File: src/sv/mpeg_pes_header_parser_assert.svh
// assertion macros shared by the rtl
`ifndef MPEG_PES_HEADER_PARSER_ASSERT_SVH
`define MPEG_PES_HEADER_PARSER_ASSERT_SVH

// same-cycle implication, checked outside reset
`define MPHP_ASSERT_IMP(label, clk, rst, ante, cons, msg) \
   label: assert property (@(posedge clk) disable iff (rst) (ante) |-> (cons)) \
      else $error(msg);

// next-cycle implication, checked outside reset
`define MPHP_ASSERT_NEXT(label, clk, rst, ante, cons, msg) \
   label: assert property (@(posedge clk) disable iff (rst) (ante) |=> (cons)) \
      else $error(msg);

`endif

File: src/sv/mphp_pkg.sv
`default_nettype none
package mphp_pkg;

   localparam int TS_W        = 33;
   localparam int POS_W       = 9;
   localparam int RSP_TDATA_W = 104;

   // byte positions inside the pes header
   localparam logic [POS_W-1:0] POS_STREAM_ID = 9'd3;
   localparam logic [POS_W-1:0] POS_LEN_HI    = 9'd4;
   localparam logic [POS_W-1:0] POS_LEN_LO    = 9'd5;
   localparam logic [POS_W-1:0] POS_FLAGS     = 9'd7;
   localparam logic [POS_W-1:0] POS_HDR_LEN   = 9'd8;
   localparam logic [POS_W-1:0] POS_PTS_FIRST = 9'd9;
   localparam logic [POS_W-1:0] POS_DTS_FIRST = 9'd14;
   localparam logic [POS_W-1:0] POS_DTS_END   = 9'd19;
   localparam logic [POS_W-1:0] HDR_FIXED_LEN = 9'd9;

   // result status codes
   localparam logic STATUS_OK    = 1'b0;
   localparam logic STATUS_SHORT = 1'b1;

   // result tdata layout
   localparam int SID_LSB   = 0;
   localparam int LEN_LSB   = 8;
   localparam int HPTS_BIT  = 24;
   localparam int HDTS_BIT  = 25;
   localparam int PTS_LSB   = 26;
   localparam int DTS_LSB   = 59;
   localparam int TOTAL_LSB = 92;

   typedef enum logic [2:0] {
      CAP_NONE,
      CAP_SID,
      CAP_LEN_HI,
      CAP_LEN_LO,
      CAP_FLAGS,
      CAP_PTS,
      CAP_DTS
   } cap_type;

   typedef enum logic [1:0] {
      FIN_NONE,
      FIN_OK,
      FIN_SHORT
   } fin_type;

   // one classified byte handed from front to back
   typedef struct packed {
      logic       start;
      cap_type    cap;
      logic [2:0] part;
      fin_type    fin;
      logic [7:0] data;
      logic [7:0] hdl;
   } op_type;

   // placement of one timestamp byte, marker bits dropped
   function automatic logic [TS_W-1:0] ts_part(input logic [2:0] part,
                                                input logic [7:0] b);
      logic [TS_W-1:0] ts;
      ts = '0;
      case (part)
         3'd0:    ts[32:30] = b[3:1];
         3'd1:    ts[29:22] = b;
         3'd2:    ts[21:15] = b[7:1];
         3'd3:    ts[14:7]  = b;
         3'd4:    ts[6:0]   = b[7:1];
         default: ts = '0;
      endcase
      return ts;
   endfunction

endpackage
`default_nettype wire

File: src/sv/mpeg_pes_header_parser.sv
// PES header parser. Header bytes enter one per transfer on the req_ channel:
// tdata carries the byte, tuser marks byte 0 of a new header (restarting any
// parse in progress) and tlast marks the final byte of the available data.
// One result leaves on the rsp_ channel per header not cut off by a restart;
// tuser is the status (0 complete, 1 data ended early with all tdata zero),
// tdata carries stream id, packet length, PTS/DTS flags, the 33-bit
// timestamps and the total header length. Bytes outside a parse are dropped
// without a result. Throughput is one byte per cycle while the queue is not
// full: the front end classifies a byte in the cycle it is taken, the back
// end applies one queued byte per cycle unless a result waits for the output
// register. With an empty queue, the completing byte is written into the
// queue as it transfers and the back end then moves it into the result
// register that drives rsp_tvalid. A stalled receiver leaves the result held
// there, the back end keeps draining capture-only bytes and stops at the next
// result; req_tready drops only once the QUEUE_DEPTH-entry queue is full.
// Reset empties the queue, drops any result and leaves the parser idle.
`default_nettype none
module mpeg_pes_header_parser
   import mphp_pkg::*;
#(
   parameter int QUEUE_DEPTH = 4
) (
   input  wire                    clock,
   input  wire                    reset,
   input  wire                    req_tvalid,
   output logic                   req_tready,
   input  wire  [7:0]             req_tdata,   // [7:0] data_byte
   input  wire                    req_tuser,   // first_byte
   input  wire                    req_tlast,   // last_byte
   output logic                   rsp_tvalid,
   input  wire                    rsp_tready,
   // [7:0] stream_id, [23:8] packet_length, [24] has_pts, [25] has_dts,
   // [58:26] pts_value, [91:59] dts_value, [100:92] total_header_length
   output logic [RSP_TDATA_W-1:0] rsp_tdata,
   output logic                   rsp_tuser    // status
);

`include "mpeg_pes_header_parser_assert.svh"

   op_type push_op, pop_op;
   logic   push, pop, full, empty;

   // byte classification
   mphp_front u_front (
      .clock      (clock),
      .reset      (reset),
      .req_tvalid (req_tvalid),
      .req_tready (req_tready),
      .req_tdata  (req_tdata),
      .req_tuser  (req_tuser),
      .req_tlast  (req_tlast),
      .push       (push),
      .push_op    (push_op),
      .full       (full)
   );

   // decoupling queue
   mphp_fifo #(
      .DEPTH (QUEUE_DEPTH)
   ) u_fifo (
      .clock   (clock),
      .reset   (reset),
      .push    (push),
      .push_op (push_op),
      .full    (full),
      .pop     (pop),
      .pop_op  (pop_op),
      .empty   (empty)
   );

   // capture and result build
   mphp_back u_back (
      .clock      (clock),
      .reset      (reset),
      .pop_op     (pop_op),
      .empty      (empty),
      .pop        (pop),
      .rsp_tvalid (rsp_tvalid),
      .rsp_tready (rsp_tready),
      .rsp_tdata  (rsp_tdata),
      .rsp_tuser  (rsp_tuser)
   );

   // checks
   `MPHP_ASSERT_IMP(a_short_zero, clock, reset, rsp_tvalid && rsp_tuser, rsp_tdata == '0, "incomplete result carries data")
   `MPHP_ASSERT_IMP(a_ok_len, clock, reset, rsp_tvalid && !rsp_tuser, rsp_tdata[TOTAL_LSB +: POS_W] >= HDR_FIXED_LEN, "header length below fixed part")
   `MPHP_ASSERT_IMP(a_pts_absent, clock, reset, rsp_tvalid && !rsp_tuser && !rsp_tdata[HPTS_BIT], rsp_tdata[PTS_LSB +: TS_W] == '0, "pts set without flag")
   `MPHP_ASSERT_NEXT(a_no_stall_pop, clock, reset, full && !pop, !req_tready, "queue took data while full")

endmodule
`default_nettype wire

File: src/sv/mphp_fifo.sv
`default_nettype none
module mphp_fifo
   import mphp_pkg::*;
#(
   parameter int DEPTH = 4
) (
   input  wire    clock,
   input  wire    reset,
   input  wire    push,
   input  op_type push_op,
   output logic   full,
   input  wire    pop,
   output op_type pop_op,
   output logic   empty
);

   localparam int PW = (DEPTH > 1) ? $clog2(DEPTH) : 1;
   localparam int CW = $clog2(DEPTH + 1);

   op_type          mem_ff [DEPTH];
   logic [PW-1:0]   wr_ptr_ff, wr_ptr_in;
   logic [PW-1:0]   rd_ptr_ff, rd_ptr_in;
   logic [CW-1:0]   count_ff, count_in;
   logic            do_push, do_pop;

   assign full    = (count_ff == CW'(DEPTH));
   assign empty   = (count_ff == '0);
   assign do_push = push && !full;
   assign do_pop  = pop && !empty;
   assign pop_op  = mem_ff[rd_ptr_ff];

   // pointer and fill count update
   always_comb begin
      wr_ptr_in = wr_ptr_ff;
      rd_ptr_in = rd_ptr_ff;
      count_in  = count_ff;
      if (do_push) begin
         wr_ptr_in = (wr_ptr_ff == PW'(DEPTH - 1)) ? '0 : wr_ptr_ff + 1'b1;
      end
      if (do_pop) begin
         rd_ptr_in = (rd_ptr_ff == PW'(DEPTH - 1)) ? '0 : rd_ptr_ff + 1'b1;
      end
      if (do_push && !do_pop) begin
         count_in = count_ff + 1'b1;
      end else if (!do_push && do_pop) begin
         count_in = count_ff - 1'b1;
      end
   end

   always_ff @(posedge clock) begin
      if (reset) begin
         wr_ptr_ff <= '0;
         rd_ptr_ff <= '0;
         count_ff  <= '0;
      end else begin
         wr_ptr_ff <= wr_ptr_in;
         rd_ptr_ff <= rd_ptr_in;
         count_ff  <= count_in;
      end
   end

   // storage
   always_ff @(posedge clock) begin
      if (do_push) begin
         mem_ff[wr_ptr_ff] <= push_op;
      end
   end

endmodule
`default_nettype wire

File: src/sv/mphp_front.sv
`default_nettype none
module mphp_front
   import mphp_pkg::*;
(
   input  wire        clock,
   input  wire        reset,
   input  wire        req_tvalid,
   output logic       req_tready,
   input  wire  [7:0] req_tdata,   // [7:0] data_byte
   input  wire        req_tuser,   // first_byte
   input  wire        req_tlast,   // last_byte
   output logic       push,
   output op_type     push_op,
   input  wire        full
);

   logic [POS_W-1:0] pos_ff, pos_in;
   logic             active_ff, active_in;
   logic [7:0]       hdl_ff, hdl_in;

   logic             xfer, act, done;
   logic [POS_W-1:0] p, p_rel;
   logic [7:0]       hdl_eff;
   cap_type          cap;
   fin_type          fin;

   assign req_tready = !full;
   assign xfer       = req_tvalid && req_tready;

   // classify the byte by its position
   always_comb begin
      act     = req_tuser || active_ff;
      p       = req_tuser ? '0 : pos_ff;
      hdl_eff = (p == POS_HDR_LEN) ? req_tdata : (req_tuser ? 8'd0 : hdl_ff);
      p_rel   = '0;
      cap     = CAP_NONE;
      if (p == POS_STREAM_ID) begin
         cap = CAP_SID;
      end else if (p == POS_LEN_HI) begin
         cap = CAP_LEN_HI;
      end else if (p == POS_LEN_LO) begin
         cap = CAP_LEN_LO;
      end else if (p == POS_FLAGS) begin
         cap = CAP_FLAGS;
      end else if (p >= POS_PTS_FIRST && p < POS_DTS_FIRST) begin
         cap   = CAP_PTS;
         p_rel = p - POS_PTS_FIRST;
      end else if (p >= POS_DTS_FIRST && p < POS_DTS_END) begin
         cap   = CAP_DTS;
         p_rel = p - POS_DTS_FIRST;
      end
      done = (p >= POS_HDR_LEN) && (p == POS_HDR_LEN + {1'b0, hdl_eff});
      if (done) begin
         fin = FIN_OK;
      end else if (req_tlast) begin
         fin = FIN_SHORT;
      end else begin
         fin = FIN_NONE;
      end
   end

   // only bytes that change the back end are queued
   assign push          = xfer && act && (req_tuser || cap != CAP_NONE || fin != FIN_NONE);
   assign push_op.start = req_tuser;
   assign push_op.cap   = cap;
   assign push_op.part  = p_rel[2:0];
   assign push_op.fin   = fin;
   assign push_op.data  = req_tdata;
   assign push_op.hdl   = hdl_eff;

   // parse position tracking
   always_comb begin
      pos_in    = pos_ff;
      active_in = active_ff;
      hdl_in    = hdl_ff;
      if (xfer && act) begin
         hdl_in    = hdl_eff;
         active_in = (fin == FIN_NONE);
         pos_in    = p + 1'b1;
      end
   end

   always_ff @(posedge clock) begin
      if (reset) begin
         pos_ff    <= '0;
         active_ff <= 1'b0;
      end else begin
         pos_ff    <= pos_in;
         active_ff <= active_in;
      end
      hdl_ff <= hdl_in;
   end

endmodule
`default_nettype wire

File: src/sv/mphp_back.sv
`default_nettype none
module mphp_back
   import mphp_pkg::*;
(
   input  wire                    clock,
   input  wire                    reset,
   input  op_type                 pop_op,
   input  wire                    empty,
   output logic                   pop,
   output logic                   rsp_tvalid,
   input  wire                    rsp_tready,
   // [7:0] stream_id, [23:8] packet_length, [24] has_pts, [25] has_dts,
   // [58:26] pts_value, [91:59] dts_value, [100:92] total_header_length
   output logic [RSP_TDATA_W-1:0] rsp_tdata,
   output logic                   rsp_tuser    // status
);

   logic [7:0]            sid_ff, sid_in;
   logic [15:0]           len_ff, len_in;
   logic [1:0]            flags_ff, flags_in;
   logic [TS_W-1:0]       pts_ff, pts_in;
   logic [TS_W-1:0]       dts_ff, dts_in;
   logic                  rsp_valid_ff, rsp_valid_in;
   logic                  rsp_status_ff, rsp_status_in;
   logic [RSP_TDATA_W-1:0] rsp_data_ff, rsp_data_in;
   logic                  slot_free;

   assign slot_free = !rsp_valid_ff || rsp_tready;
   assign pop       = !empty && (pop_op.fin == FIN_NONE || slot_free);

   // apply the captured byte
   always_comb begin
      if (pop_op.start) begin
         sid_in   = '0;
         len_in   = '0;
         flags_in = '0;
         pts_in   = '0;
         dts_in   = '0;
      end else begin
         sid_in   = sid_ff;
         len_in   = len_ff;
         flags_in = flags_ff;
         pts_in   = pts_ff;
         dts_in   = dts_ff;
      end
      case (pop_op.cap)
         CAP_SID:    sid_in       = pop_op.data;
         CAP_LEN_HI: len_in[15:8] = pop_op.data;
         CAP_LEN_LO: len_in[7:0]  = pop_op.data;
         CAP_FLAGS:  flags_in     = pop_op.data[7:6];
         CAP_PTS:    pts_in       = pts_in | ts_part(pop_op.part, pop_op.data);
         CAP_DTS:    dts_in       = dts_in | ts_part(pop_op.part, pop_op.data);
         default:    sid_in       = sid_in;
      endcase
   end

   // result register
   always_comb begin
      rsp_valid_in  = rsp_valid_ff && !rsp_tready;
      rsp_status_in = rsp_status_ff;
      rsp_data_in   = rsp_data_ff;
      if (pop && pop_op.fin != FIN_NONE) begin
         rsp_valid_in = 1'b1;
         rsp_data_in  = '0;
         if (pop_op.fin == FIN_OK) begin
            rsp_status_in                    = STATUS_OK;
            rsp_data_in[SID_LSB +: 8]        = sid_in;
            rsp_data_in[LEN_LSB +: 16]       = len_in;
            rsp_data_in[HPTS_BIT]            = flags_in[1];
            rsp_data_in[HDTS_BIT]            = flags_in[0];
            rsp_data_in[PTS_LSB +: TS_W]     = flags_in[1] ? pts_in : '0;
            rsp_data_in[DTS_LSB +: TS_W]     = flags_in[0] ? dts_in : '0;
            rsp_data_in[TOTAL_LSB +: POS_W]  = HDR_FIXED_LEN + {1'b0, pop_op.hdl};
         end else begin
            rsp_status_in = STATUS_SHORT;
         end
      end
   end

   always_ff @(posedge clock) begin
      if (reset) begin
         rsp_valid_ff <= 1'b0;
      end else begin
         rsp_valid_ff <= rsp_valid_in;
      end
      rsp_status_ff <= rsp_status_in;
      rsp_data_ff   <= rsp_data_in;
      if (pop) begin
         sid_ff   <= sid_in;
         len_ff   <= len_in;
         flags_ff <= flags_in;
         pts_ff   <= pts_in;
         dts_ff   <= dts_in;
      end
   end

   assign rsp_tvalid = rsp_valid_ff;
   assign rsp_tdata  = rsp_data_ff;
   assign rsp_tuser  = rsp_status_ff;

endmodule
`default_nettype wire
File: config.mk
export PLATFORM = sky130hd
export DESIGN_NAME = mpeg_pes_header_parser
export DESIGN_NICKNAME = d
export VERILOG_FILES = /design/src/sv/mphp_pkg.sv /design/src/sv/mpeg_pes_header_parser.sv /design/src/sv/mphp_fifo.sv /design/src/sv/mphp_front.sv /design/src/sv/mphp_back.sv
export VERILOG_INCLUDE_DIRS = /design/src /design/src/sv
export SDC_FILE = /design/constraint.sdc
export NUM_CORES = 1
export LEC_CHECK = 0
export BUFFER_PORTS_ARGS = -buffer_cell sky130_fd_sc_hd__buf_2
export CAP_MARGIN = 20
export CORE_MARGIN = 10
export CORE_UTILIZATION = 55
export CTS_CLUSTER_SIZE = 28
export DETAILED_ROUTE_END_ITERATION = 8
export HOLD_SLACK_MARGIN = 0.02
export PLACE_DENSITY = 0.72
export SLEW_MARGIN = 20
export SYNTH_ARGS = -nofsm -noshare
export SYNTH_HDL_FRONTEND = slang
export SYNTH_SLANG_ARGS = --single-unit
File: constraint.sdc
create_clock -name clock -period 7.6 [get_ports clock]
set_input_delay 0 -clock clock [delete_from_list [all_inputs] [get_ports clock]]
set_output_delay 0 -clock clock [all_outputs]
set_load 0.02 [all_outputs]
## Word level (Yosys, flattened, before mapping)

Memory sizes are Yosys's and may differ from the RTL's. A register that Yosys moved wholly into a read port is not among the register bits.
Index checks and enable logic that the tools add are counted.

- Add/subtract/negate cells: 9
- Magnitude comparators: 5
- Eq/ne operators: 20
- Muxes and demuxes: 53
- Bitwise gates (word level): 2
- Reduce and logical (&&, ||, !) cells: 34

Operators by type and width:

| kind | count |
|---|---|
| $mux W33 | 4 |
| $mux W8 | 12 |
| $or A33 B33 Y33 | 2 |
| $mux W3 | 17 |
| $mux W7 | 6 |
| $eq A9 B3 Y1 const B | 3 |
| $ge A9 B4 Y1 const B | 3 |
| $add A4 B8 Y9 const A | 2 |
| $mux W16 | 1 |
| $mux W2 | 8 |
| $eq A3 B3 Y1 const B | 5 |
| $logic_and A1 B1 Y1 | 13 |
| $eq A3 B2 Y1 const B | 4 |
| $add A9 B1 Y9 const B | 1 |
| $eq A9 B2 Y1 const B | 1 |
| $eq A9 B4 Y1 const B | 1 |
| $eq A9 B9 Y1 | 1 |
| $lt A9 B4 Y1 const B | 1 |
| $lt A9 B5 Y1 const B | 1 |
| $mux W9 | 1 |
| $eq A3 B1 Y1 const B | 2 |
| $logic_not A1 Y1 | 6 |
| $logic_not A3 Y1 | 2 |
| $reduce_bool A2 Y1 | 3 |
| other kinds (11) | 23 |

- Flip-flop bits (word level): 220
- Memory bits (writable): 100
- Input port bits: 14
- Output and inout port bits: 107
- Word-level logic and storage cells: 140
- Memories kept: 1

Memory list:

| memory | words | bits a word | read ports | clocked after memory_dff | wr ports | RTL line | source |
|---|---|---|---|---|---|---|---|
| u_fifo.mem_ff | 4 | 25 | 1 | 1 | 1 | mphp_fifo.sv:20 | `op_type mem_ff [DEPTH];` |

## Logic depth before layout (Yosys ltp)

Gate-level depths: netlist of the first run.

- Word-level depth: 18
- Mapped depth: 23
- Depth with buffers taken out: 21

## Hierarchy

A second synthesis of the first run with hierarchy kept.

- Cells, all modules: 971
- Area total of the unflattened synthesis: 14203.6 µm²

By module, submodules not included:

| module | instances | cells an instance | area an instance (µm²) | seq. area each (µm²) |
|---|---|---|---|---|
| mphp_back | 1 | 569 | 8386.8 | 5845.6 |
| mphp_fifo | 1 | 181 | 4101.4 | 3183.1 |
| mphp_front | 1 | 221 | 1715.4 | 440.4 |

## Worst setup path before layout of the first run

No wires, ideal clock.

- Path type: reg-to-reg
- Start point: register (tool-made name)
- End point: register u_back.rsp_data_ff[0] (netlist: u_back.rsp_tdata[0]), enable pin
- Setup time: 0.455 ns
- Arrival: 5.644 ns
- Data required time: 7.145 ns
- Setup slack: 1.500 ns
- Stages on the path, launching flop included: 8
- Path buffers: 1
- Period minus slack after synthesis: 6.100 ns
- Cell sequence: dfxtp_1 buf_2 mux4_2 nor2_1 o32ai_1 inv_1 o21ai_0 inv_1

RTL lines:

| what | RTL line | source |
|---|---|---|
| end signal, assigned | mphp_back.sv:87 | `rsp_data_ff <= rsp_data_in;` |
| end, declared | mphp_back.sv:25 | `logic [RSP_TDATA_W-1:0] rsp_data_ff, rsp_data_in;` |

==> summary.md, run 1 <==
| Metric | Value |
|---|---|
| Final worst path period need | about 5600 ps |
| Std cell rows | 56 |
| Initial Utilization | between 50 and 60% |
| Final Hold Viols | 0 |
| Crit. End Element | register |
| Post-DP HPWL | around 17000 µm |
| Ys async rst share | 0% |
| CP arrival | approximately 6000 ps |
| Slack of the critical path | a little under 2000 ps |
| Vias/cell | 5.60 |
| Number of synthesized flops with an enable pin | roughly 300 |
| Leak | between 5 and 6 nW |
| Core footprint | between 20000 and 25000 µm² |
| Layout Cells excl Fill | 1369 |
| Nets | 1052 |
| Skew-Pair Late Insertion Delay | around 560 ps |
| Initial antenna violation count | 0 |
| Worst Tran Pin Value | around 1100 ps |
| Area of the mapped netlist | 13400 µm² |
| Layout area overhead | 16.1% |
| Setup-failing EPs final | 0 |
| I/O Pins | 121 |
| CTS max path bufs | 3 |
| Vias in the first global route | approximately 7600 |
| Post-Synth XOR/XNOR Area | 1.31% |
| Pwr dens | around 420 nW/µm² |
| First-pass GRT wire length | ~43000 µm |
| Remaining DRCs | 0 |
| Max_cap viols | 0 |
| Root buffer cell | clkbuf_16 |
| PortBufs | about 120 |
| Area share of fa/ha/maj cells after synthesis | ~1.3% |
| Final slew viol count | 0 |
| Largest family of logic cells by synthesized area | simple AND/OR/NAND/NOR gates |
| Clock transition at path regs | 60 ps |
| Clk_skew | ~15 ps |
| CP Launch Type | primary input |
| Fmax | between 150 and 200 MHz |
| Number of DRC markers in iteration 0 | around 550 |
| Max transition margin | approximately 29% |
| CP Max Fanout | 30 |
| Worst min-delay path category | in -> reg |
| Syn Inst Count | approximately 900 |
| Die Y | 176 µm |
| Maximum VDD drop | roughly 0.28 mV |
| Library cells used by synthesis | 62 |
| Post-synthesis mux area share | 5.07% |
| CTS sink count | between 300 and 400 |
| Largest net degree at the start of global routing | 68 |
| Simple-gate share of the synthesized area | around 11% |
| RSZ-0062 raised after global routing | false |
| ANT cells | 0 |
| GP Congestion | between 0.8 and 0.9 |
| Share of layout cells above drive strength 1 | between 20% and 30% |
| Status | completed |
| DP Cell Count | ~1300 |
| WL final | around 27000 µm |
| Avg Cell Area, Syn | roughly 15 µm² |
| Die area | approximately 31000 µm² |
| CTS tree | done |
| Post-synthesis compound-gate area fraction | around 8% |
| Routed length per placed instance | 19.5 µm |
| GRT Util Overall | ~17% |
| Worst hold slack | between 200 and 300 ps |
| Die width | 176 µm |
| Seq/Total Area, Yosys | around 71% |
| TritonCTS Buffers | 31 |
| Antenna Nets Post-Route | 0 |
| First-pass iteration count of the detailed router | 5 |
| Part of the cycle the worst path needs | approximately three quarters |
| Setup Crit Path Kind | in -> reg |
| Flops & latches, synth | between 300 and 400 |
| H-Tree Depth | 1 |
| Critical Path RT | a little over 8000 ps |
| Setup TNS | 0 ps |
| Total gr overflow | 0 |
| Top FF cell, synth | edfxtp_1 |
| Yosys warnings | 0 |
| Pre-CTS setup slack | roughly 1700 ps |
| Via Count | between 7000 and 8000 |
layer usage:
metal | up-vias | global-route usage [%] | wire (µm)
met5 | - | 0 | 0
met4 | 0 | 4.10 | 520
met3 | 42 | 3.17 | 1520
li1 | 3636 | - | -
met2 | 197 | 27.6 | 12800
met1 | 3793 | 23.4 | 11900
worst max-delay path, cell delays in order:
cell           delay [ps]
dlygate4sd3_1         520
buf_2                 420
inv_1                 220
nand2_1               180
ha_1                  350
nand2b_1              180
nor3_4                560
o21ai_0               400
ha_1                  400
xor2_1                140
a2111oi_0             310
o21ai_0               140
a21oi_1               130
nand4_1               100
nor4_2                560
o31a_4                270
ha_1                  180
inv_1                  60
fa_1                  370
xor2_1                180
or3_1                 300
a21oi_1               140
cells in the mapped netlist, types with 3 or more instances:
master    number  area (µm²)
or3_1          6        37.5
a21oi_1       13        65.1
buf_2          4        20.0
inv_1         29         109
nand2b_1      10        62.6
xnor2_1       10        87.6
nor2b_1       99         619
edfxtp_1     302        9070
nor3_1        13        65.1
mux2i_1        8        80.1
ha_1          12         150
nand3_1       17        85.1
nand4_1        4        25.0
a31oi_1        4        25.0
clkbuf_1      38         143
buf_1          4        15.0
a22o_1        67         587
mux4_2        24         541
dfxtp_1       20         400
nand2_1       62         233
xor2_1        10        87.6
mux2_2         4        45.0
o21ai_0       42         210
or4_1          3        22.5
nor2_1        34         128
a211oi_1       4        30.0
and2_1         5        31.3
buf_4          3        22.5
layout make-up:
type | count | area, µm²
Fill cell | 1703 | 8170
Inverter | 29 | 113
Clock buffer | 35 | 791
Sequential cell | 322 | 9470
Tap cell | 319 | 399
Multi-Input combinational cell | 492 | 3590
Clock inverter | 23 | 251
Timing Repair Buffer | 149 | 896
what timing repair did:
item                                   in CTS  in global routing
endpoints found under the hold margin      75                  0
hold buffers                               17                  0
buffers inserted                            0                  0
resized for setup                           0                  0
cells in the final DEF (no fill, tap or decap), types with 12 or more instances in the layout:
cell,netlist,final
dlygate4sd3_1,0,17
nor2_1,34,34
nor2b_1,99,99
nand3_1,17,17
edfxtp_1,302,302
clkbuf_16,0,31
inv_1,29,27
buf_4,3,13
a21oi_1,13,13
nor3_1,13,13
mux4_2,24,24
dfxtp_1,20,19
ha_1,12,12
a22o_1,67,67
buf_2,4,117
nand2_1,62,62
o21ai_0,42,41
path summary, 6_finish.rpt:
path	slack [ps]	startpoint	cells after the start	endpoint
worst max-delay path	1960	req_tuser	22	u_fifo.count_ff[2]
worst max register to register	2040	u_front.pos_ff[0]	20	u_fifo.count_ff[2]
worst min register to register	480	u_fifo.rd_ptr_ff[1]	2	register
worst min-delay path	260	req_tdata[1]	2	u_fifo.mem_ff[3][9]
power by group:
group / leakage (nW) / switching (mW) / internal, mW / total, mW
Combinational: 1.93 / 1.38 / 0.655 / 2.04
Clock: 0.504 / 0.642 / 0.918 / 1.56
Sequential: 3.10 / 0.182 / 2.80 / 2.98
sequential cells by signal, indices dropped and copies added, names as in the netlist, 3 cells and up, named ones only:
register / flops
u_fifo.count_ff: 3
u_fifo.mem_ff: 100
u_back.pts_ff: 33
u_front.hdl_ff: 8
u_front.pos_ff: 9
u_back.len_ff: 16
u_back.dts_ff: 33
u_back.rsp_tdata: 101
u_back.sid_ff: 8
metrics by stage:
step                      instance area [µm²]  utilization (%)  power [mW]
after floorplan                         13400                -        4.42
after global placement                  14300             60.2        5.00
after detailed placement                14300             60.4        5.07
after CTS                               15500             65.5        6.64
after global routing                    15500             65.5        6.91
final                                   15500             65.5        6.57
cell families (layout without fill, tap and decap cells):
logic type,after synthesis,count (layout)
AOI/OAI and AO/OA,147,147
xor gates and xnor gates,20,20
adders and majority gates,13,13
buffers and inverters,79,236
DFF,322,322
muxes,37,37
other,1,3
and+or+nand+nor,272,272
No activity file was read; power rests on OpenSTA's default activity.
==> run 2: changes to the inputs <==
ABC_AREA = 1   (was not set)
CORE_UTILIZATION = 54   (was 55)
PLACE_DENSITY = 0.73   (was 0.72)
clock period = 4.83 ns   (was 7.6 ns; I/O delays follow)
==> run 2 against run 1 <==
Register-to-register slack worse by 1500 ps. Setup slack got worse by 1400 ps. Cell count up 33%. Critical path depth grew 6. Largest cell class unchanged. Highest routed layer unchanged.
==> summary.md, run 2 <==
| Metric | Value |
|---|---|
| Status | completed |
| Clock transition at path regs | 60 ps (about the same) |
| Vias in the first global route | 9367 (+23%) |
| Reg2Reg Depth | 28 (+40%) |
| Worst r2r src | u_front.pos_ff[0] |
| CTS sink count | 322 (unchanged) |
| CP arrival | 4720 ps (-1410 ps) |
| Final slew viol count | 0 (unchanged) |
| Post-CTS resize count | 0 (unchanged) |
| GRT Util Overall | 18.3% (+1.3 points) |
| Hold path cells | 6 (+4) |
| Worst Tran Pin Value | 866 ps (-195 ps) |
| Core footprint | 25800 µm² (+9.1%) |
| Via Count | 9639 (+26%) |
| Number of synthesized flops with an enable pin | 302 (unchanged) |
| First-pass iteration count of the detailed router | 5 (unchanged) |
| I/O Pins | 121 (unchanged) |
| Std cell rows | 59 (+5.4%) |
| Postcts setup bufs | 0 (unchanged) |
| Internal reg-to-reg setup slack | 560 ps (-1480 ps) |
| Synth top area share | 64.4% (-3.5 points) |
| Synth area leaders | edfxtp_1 64%, nand2_1 6.8%, inv_1 5.8%, nor2_1 4.1%, dfxtp_1 2.8% |
| Final worst path period need | 4270 ps |
| Part of the cycle the worst path needs | ~90% |
| Remaining DRCs | 0 (unchanged) |
| First-pass GRT wire length | 49700 µm (+17%) |
| Commonest non-fill, non-tap cells in the layout | 302 x edfxtp_1, 254 x nand2_1, 217 x inv_1, 151 x nor2_1, 117 x buf_2 |
| Syn Inst Count | 1324 (+49%) |
| Largest net degree at the start of global routing | 68 (unchanged) |
| Most used cell, CP | nand2_1 |
| Die area | 32900 µm² (+6.5%) |
| Routed length per placed instance | 17.1 µm (-12%) |
| Layout area overhead | 15.6% |
| Vias/cell | 5.31 (-5.2%) |
| CTS tree | done |
| Crit. End Element | register |
| Library cells used by synthesis | 43 (-31%) |
| Die Y | 181 µm (+3.2%) |
| Count leader, synth | edfxtp_1 |
| Clk_skew | 10.2 ps (-4.94 ps) |
| ANT cells | 0 (unchanged) |
| PortBufs | 117 (unchanged) |
| Skew-Pair Late Insertion Delay | 560 ps (about the same) |
| WL final | 31100 µm (+16%) |
| Top FF cell, synth | edfxtp_1 |
| Nets | 1483 (+41%) |
| Number of DRC markers in iteration 0 | 787 (+44%) |
| Setup TNS | 0 ps (unchanged) |
| Max reg flops | 101 (unchanged) |
| Area of the mapped netlist | 14100 µm² (+5.4%) |
| Fmax | roughly 230 MHz |
| Ys async rst share | 0% (unchanged) |
| Antenna Nets Post-Route | 0 (unchanged) |
| Setup-failing EPs final | 0 (unchanged) |
| Worst Hold End | u_front.pos_ff[0] |
| Cell taking the most area after synthesis | edfxtp_1 |
| CP Max Fanout | 12 (-60%) |
| CP Launch Type | register |
| Max transition margin | 42.3% (+14 points) |
| Yosys warnings | 0 (unchanged) |
| Seq/Total Area, Yosys | 67.2% (-3.6 points) |
| Post-synth top cells | 302 x edfxtp_1, 254 x nand2_1, 219 x inv_1, 155 x nor2_1, 77 x a21oi_1 |
| Most common cell after layout, fill and taps aside | edfxtp_1 |
| Setup Crit Path Kind | reg -> reg |
| Slowest stage cell on the critical path | fa_1 |
| GP Congestion | 0.870 (+2.1%) |
| Leak | 6.64 nW (+20%) |
| Max_cap viols | 0 (unchanged) |
| Critical Path RT | 5270 ps (-2820 ps) |
| Final Hold Viols | 0 (unchanged) |
| RSZ-0062 raised after global routing | false |
| Maximum VDD drop | 0.547 mV (+96%) |
| Share of layout cells above drive strength 1 | 14.9% (-6.2 points) |
| Post-DP Area | 15000 µm² (+5.2%) |
| Total gr overflow | 0 (unchanged) |
| CP max stage delay | 380 ps (-180 ps) |
| Initial Utilization | 54.5% (-1.9 points) |
| Post-DP HPWL | 20500 µm (+20%) |
| Fin area | 16300 µm² (+4.9%) |
| Avg Cell Area, Syn | 10.6 µm² (-29%) |
| TritonCTS Buffers | 31 (unchanged) |
| Initial antenna violation count | 0 (unchanged) |
| Min-delay src | req_tvalid |
| Reg-to-reg endpoint | u_fifo.count_ff[2] |
| Cts hold-fix bufs | 14 (-3) |
| Pwr dens | 709 nW/µm² (+67%) |
| Die width | 181 µm (+3.2%) |
| CTS max path bufs | 3 (unchanged) |
| Worst min-delay path category | in -> reg |
| Flops & latches, synth | 322 (unchanged) |
| H-Tree Depth | 1 (unchanged) |
| Root buffer cell | clkbuf_16 |
run 2: cell types whose count changed in the layout (fill, tap and decap cells not counted), moves of 64 or more:
cell | previous run | this run
nand2_1 | 62 | 254
a21oi_1 | 13 | 77
a22o_1 | 67 | 0
nor2b_1 | 99 | 0
nor2_1 | 34 | 151
inv_1 | 27 | 217
run 2: report_power, final:
part	internal (mW)	switching [mW]
clock	1.55	1.03
combinational	1.09	3.12
sequential	4.48	0.272
total	7.12	4.42
run 2: cells by family after synthesis:
kind of cell	Yosys count	synth area share, %
flip-flops	322	67.2
AO/OA/AOI/OAI	219	9.29
other	1	0.0266
buffers and inverters	285	8.01
adder cells (fa/ha/maj)	13	1.21
AND/OR/NAND/NOR	479	13.9
XOR/XNOR	5	0.311
run 2: critical path: cells and delay by family, from the launching register on:
family / cells / cell delay, ps
buffers and inverters: 4 / 390
and+or+nand+nor: 16 / 1930
adders and majority gates: 4 / 1060
AOI/OAI and AO/OA: 4 / 460
DFF: 1 / 330
run 2: how the worst max path moves through the flow:
stage	from	to	slack, ps	cells after the start
detailed placement	u_front.pos_ff[0]	u_fifo.count_ff[2]	600	28
floorplan	register	u_back.rsp_tdata[0]	40	11
finish	u_front.pos_ff[0]	u_fifo.count_ff[2]	560	28
global route	u_front.pos_ff[0]	u_fifo.count_ff[2]	140	28
global placement	u_front.pos_ff[0]	u_fifo.count_ff[2]	710	28
CTS	u_front.pos_ff[0]	u_fifo.count_ff[2]	580	28
run 2: area by class of cell:
type | instances | area (µm²)
Clock buffer | 34 | 787
Clock inverter | 23 | 302
Fill cell | 2030 | 9560
Inverter | 228 | 863
Multi-Input combinational cell | 719 | 3510
Sequential cell | 322 | 9470
Tap cell | 335 | 419
Timing Repair Buffer | 154 | 923
run 2: layer usage:
| layer | wire (µm) | track usage, % |
|---|---|---|
| met5 | 0 | 0 |
| met2 | 15600 | 31.9 |
| met4 | 579 | 4.88 |
| met3 | 1910 | 2.90 |
| met1 | 13000 | 23.3 |
run 2: through the flow:
stage          worst slack, ps  util (%)  power, mW  std cells  hold slack [ps]
6_report                   559      63.0       11.5       1815             85.2
2_1_floorplan             37.1         -       7.67       1326             98.9
3_3_place_gp               712      58.2       8.87       1744              286
4_1_cts                    583      63.0       11.6       1815             82.5
5_1_grt                    142      63.0       12.2       1815              129
3_5_place_dp               600      58.2       9.01       1744              285
==> run 3: changes to the inputs <==
RECOVER_POWER = 100   (was not set)
==> run 3 against run 2 <==
Cell area is 1.3% lower. Non-clock buffer count stayed put. Via count hardly changed. Setup slack better by 9.4 ps. Total power is 1.3% lower. Worst hold slack better by 16 ps. Clock power hardly changed. Die area stayed put. Sequential share of layout area is 0.78 points higher.
==> summary.md, run 3 (synthesis results as in run 2) <==
| Metric | Value |
|---|---|
| Status | completed |
| Die width | 181 µm (unchanged) |
| Setup TNS | 0 ps (unchanged) |
| Cells along the critical path | inv_1 > buf_4 > nand2_1 > a32oi_1 > inv_1 > nor2_1 > nand2_1 > clkbuf_1 > inv_1 > nand2_1 > a21oi_1 |
| CTS tree | done |
| Part of the cycle the worst path needs | 88.2% (-0.19 points) |
| Maximum VDD drop | 0.532 mV (-2.7%) |
| Postcts setup bufs | 0 (unchanged) |
| Final Hold Viols | 0 (unchanged) |
| Std cell rows | 59 (unchanged) |
| Crit. End Element | register |
| Slowest stage cell on the critical path | clkbuf_1 |
| Clk_skew | 10.8 ps (+0.505 ps) |
| Crit path max-delay family | buffers and inverters |
| Slack of the critical path | 568 ps (+9.39 ps) |
| CP Max Fanout | 26 (+14) |
| Core footprint | 25800 µm² (unchanged) |
| Post-DP HPWL | 20500 µm (unchanged) |
| GP Congestion | 0.870 (unchanged) |
| Max reg flops | 101 (unchanged) |
| CTS sink count | 322 (unchanged) |
| Initial Utilization | 54.5% (unchanged) |
| Via Count | 9643 (+0.041%) |
| ANT cells | 0 (unchanged) |
| TritonCTS Buffers | 31 (unchanged) |
| First-pass iteration count of the detailed router | 7 (+2) |
| I/O Pins | 121 (unchanged) |
| CP Depth | 11 (-61%) |
| Layout area overhead | 14.0% |
| Initial antenna violation count | 0 (unchanged) |
| Vias in the first global route | 9367 (unchanged) |
| Cts hold-fix bufs | 14 (unchanged) |
| Die Y | 181 µm (unchanged) |
| Worst min-delay path category | in -> reg |
| CP Launch Type | register |
| Hold path cells | 4 (-2) |
| Internal reg-to-reg setup slack | 570 ps (about the same) |
| M1 WL | 13100 µm (+1.2%) |
| First-pass GRT wire length | 49700 µm (unchanged) |
| Share of layout cells above drive strength 1 | 5.88% (-9.0 points) |
| Skew-Pair Late Insertion Delay | 560 ps (about the same) |
| Commonest non-fill, non-tap cells in the layout | 302 x edfxtp_1, 256 x nand2_1, 221 x inv_1, 157 x nor2_1, 123 x clkbuf_1 |
| Vias/cell | 5.31 (about the same) |
| Largest net degree at the start of global routing | 68 (unchanged) |
| H-Tree Depth | 1 (unchanged) |
| Leak | 6.27 nW (-5.7%) |
| Max_cap viols | 0 (unchanged) |
| Remaining DRCs | 0 (unchanged) |
| Top sig layer | met4 |
| Metal2 WL | 15600 µm (about the same) |
| Antenna Nets Post-Route | 0 (unchanged) |
| Reg-to-reg endpoint | u_back.rsp_tdata[38] |
| Setup Crit Path Kind | reg -> reg |
| Setup-failing EPs final | 0 (unchanged) |
| Worst Hold End | u_front.pos_ff[1] |
| Final slew viol count | 0 (unchanged) |
| WL final | 31300 µm (+0.61%) |
| CP arrival | 4560 ps (-160 ps) |
| Routed length per placed instance | 17.2 µm (+0.61%) |
| PortBufs | 117 (unchanged) |
| Fin util | 62.1% (-0.84 points) |
| Final worst path period need | 4260 ps (-9.39 ps) |
| Critical Path RT | 5130 ps (-140 ps) |
| GRT Util Overall | 18.3% (unchanged) |
| Worst path bufs/invs | 5 (+1) |
| Number of DRC markers in iteration 0 | 767 (-2.5%) |
| Most common cell after layout, fill and taps aside | edfxtp_1 |
| RSZ-0062 raised after global routing | false |
| Post-CTS resize count | 0 (unchanged) |
| CP max stage delay | 880 ps (+500 ps) |
| Pwr dens | 710 nW/µm² (about the same) |
| Worst Tran Pin Value | 1200 ps (+333 ps) |
| Nets | 1483 (unchanged) |
| Total gr overflow | 0 (unchanged) |
| Reg2Reg Depth | 11 (-61%) |
| Pre-CTS setup slack | 600 ps (unchanged) |
| Met3 wire length | 1850 µm (-3.0%) |
| Fmax | 235 MHz (+0.22%) |
| Root buffer cell | clkbuf_16 |
| Clock transition at path regs | 60 ps (about the same) |
| Max transition margin | 20.0% (-22 points) |
| CTS max path bufs | 3 (unchanged) |
| Die area | 32900 µm² (unchanged) |
| Min-delay src | req_tvalid |
-- run 3: cell count changes in the layout (fill, tap and decap cells not counted), moves of 2 or more --
cell / change
clkbuf_4: +2
buf_2: -112
clkbuf_1: +120
nor2_2: -6
inv_2: -4
nor2_1: +6
inv_1: +4
nand2_2: -2
clkbuf_2: +4
o21ai_0: +2
buf_4: -13
nand2_1: +2
o21ai_1: -2
-- run 3: layout make-up --
cell class                      instances  area (µm²)
Clock buffer                           34         787
Clock inverter                         23         302
Fill cell                            2117        9780
Inverter                              228         863
Multi-Input combinational cell        719        3490
Sequential cell                       322        9470
Tap cell                              335         419
Timing Repair Buffer                  154         731
-- run 3: worst reg2reg max path, cell delays in order, from the launching register on --
cell	delay, ps
dfxtp_1	840
inv_1	590
buf_4	390
nand2_1	90
a32oi_1	140
inv_1	120
nor2_1	60
nand2_1	70
clkbuf_1	880
inv_1	490
nand2_1	230
a21oi_1	120
-- run 3: where the power goes --
part / leakage, nW / switching (mW) / total, mW / internal [mW]
Combinational: 2.61 / 3.12 / 4.03 / 0.914
Clock: 0.525 / 1.03 / 2.58 / 1.55
Sequential: 3.13 / 0.287 / 4.78 / 4.49
-- run 3: worst max path at each step --
stage | start | endpoint | slack [ps]
2_1_floorplan | register | u_back.rsp_tdata[0] | 40
3_3_place_gp | u_front.pos_ff[0] | u_fifo.count_ff[2] | 710
3_5_place_dp | u_front.pos_ff[0] | u_fifo.count_ff[2] | 600
4_1_cts | u_front.pos_ff[0] | u_fifo.count_ff[2] | 580
5_1_grt | register | u_back.rsp_tdata[38] | 100
6_report | register | u_back.rsp_tdata[38] | 570
-- run 3: per-layer routing --
layer  global-route usage, %  vias to the layer above
li1                        -                     4716
met1                    23.3                     4568
met2                    31.9                      314
met3                    2.90                       45
met4                    4.88                        0
met5                       0                        -
-- run 3: metrics by stage --
stage | hold slack (ps) | power (mW) | instances | instance area [µm²]
floorplan | 98.9 | 7.67 | 1326 | 14100
global placement | 286 | 8.87 | 1744 | 15000
detailed placement | 285 | 9.01 | 1744 | 15000
CTS | 82.5 | 11.6 | 1815 | 16300
global route | 131 | 12.1 | 1815 | 16100
finish | 101 | 11.4 | 1815 | 16100
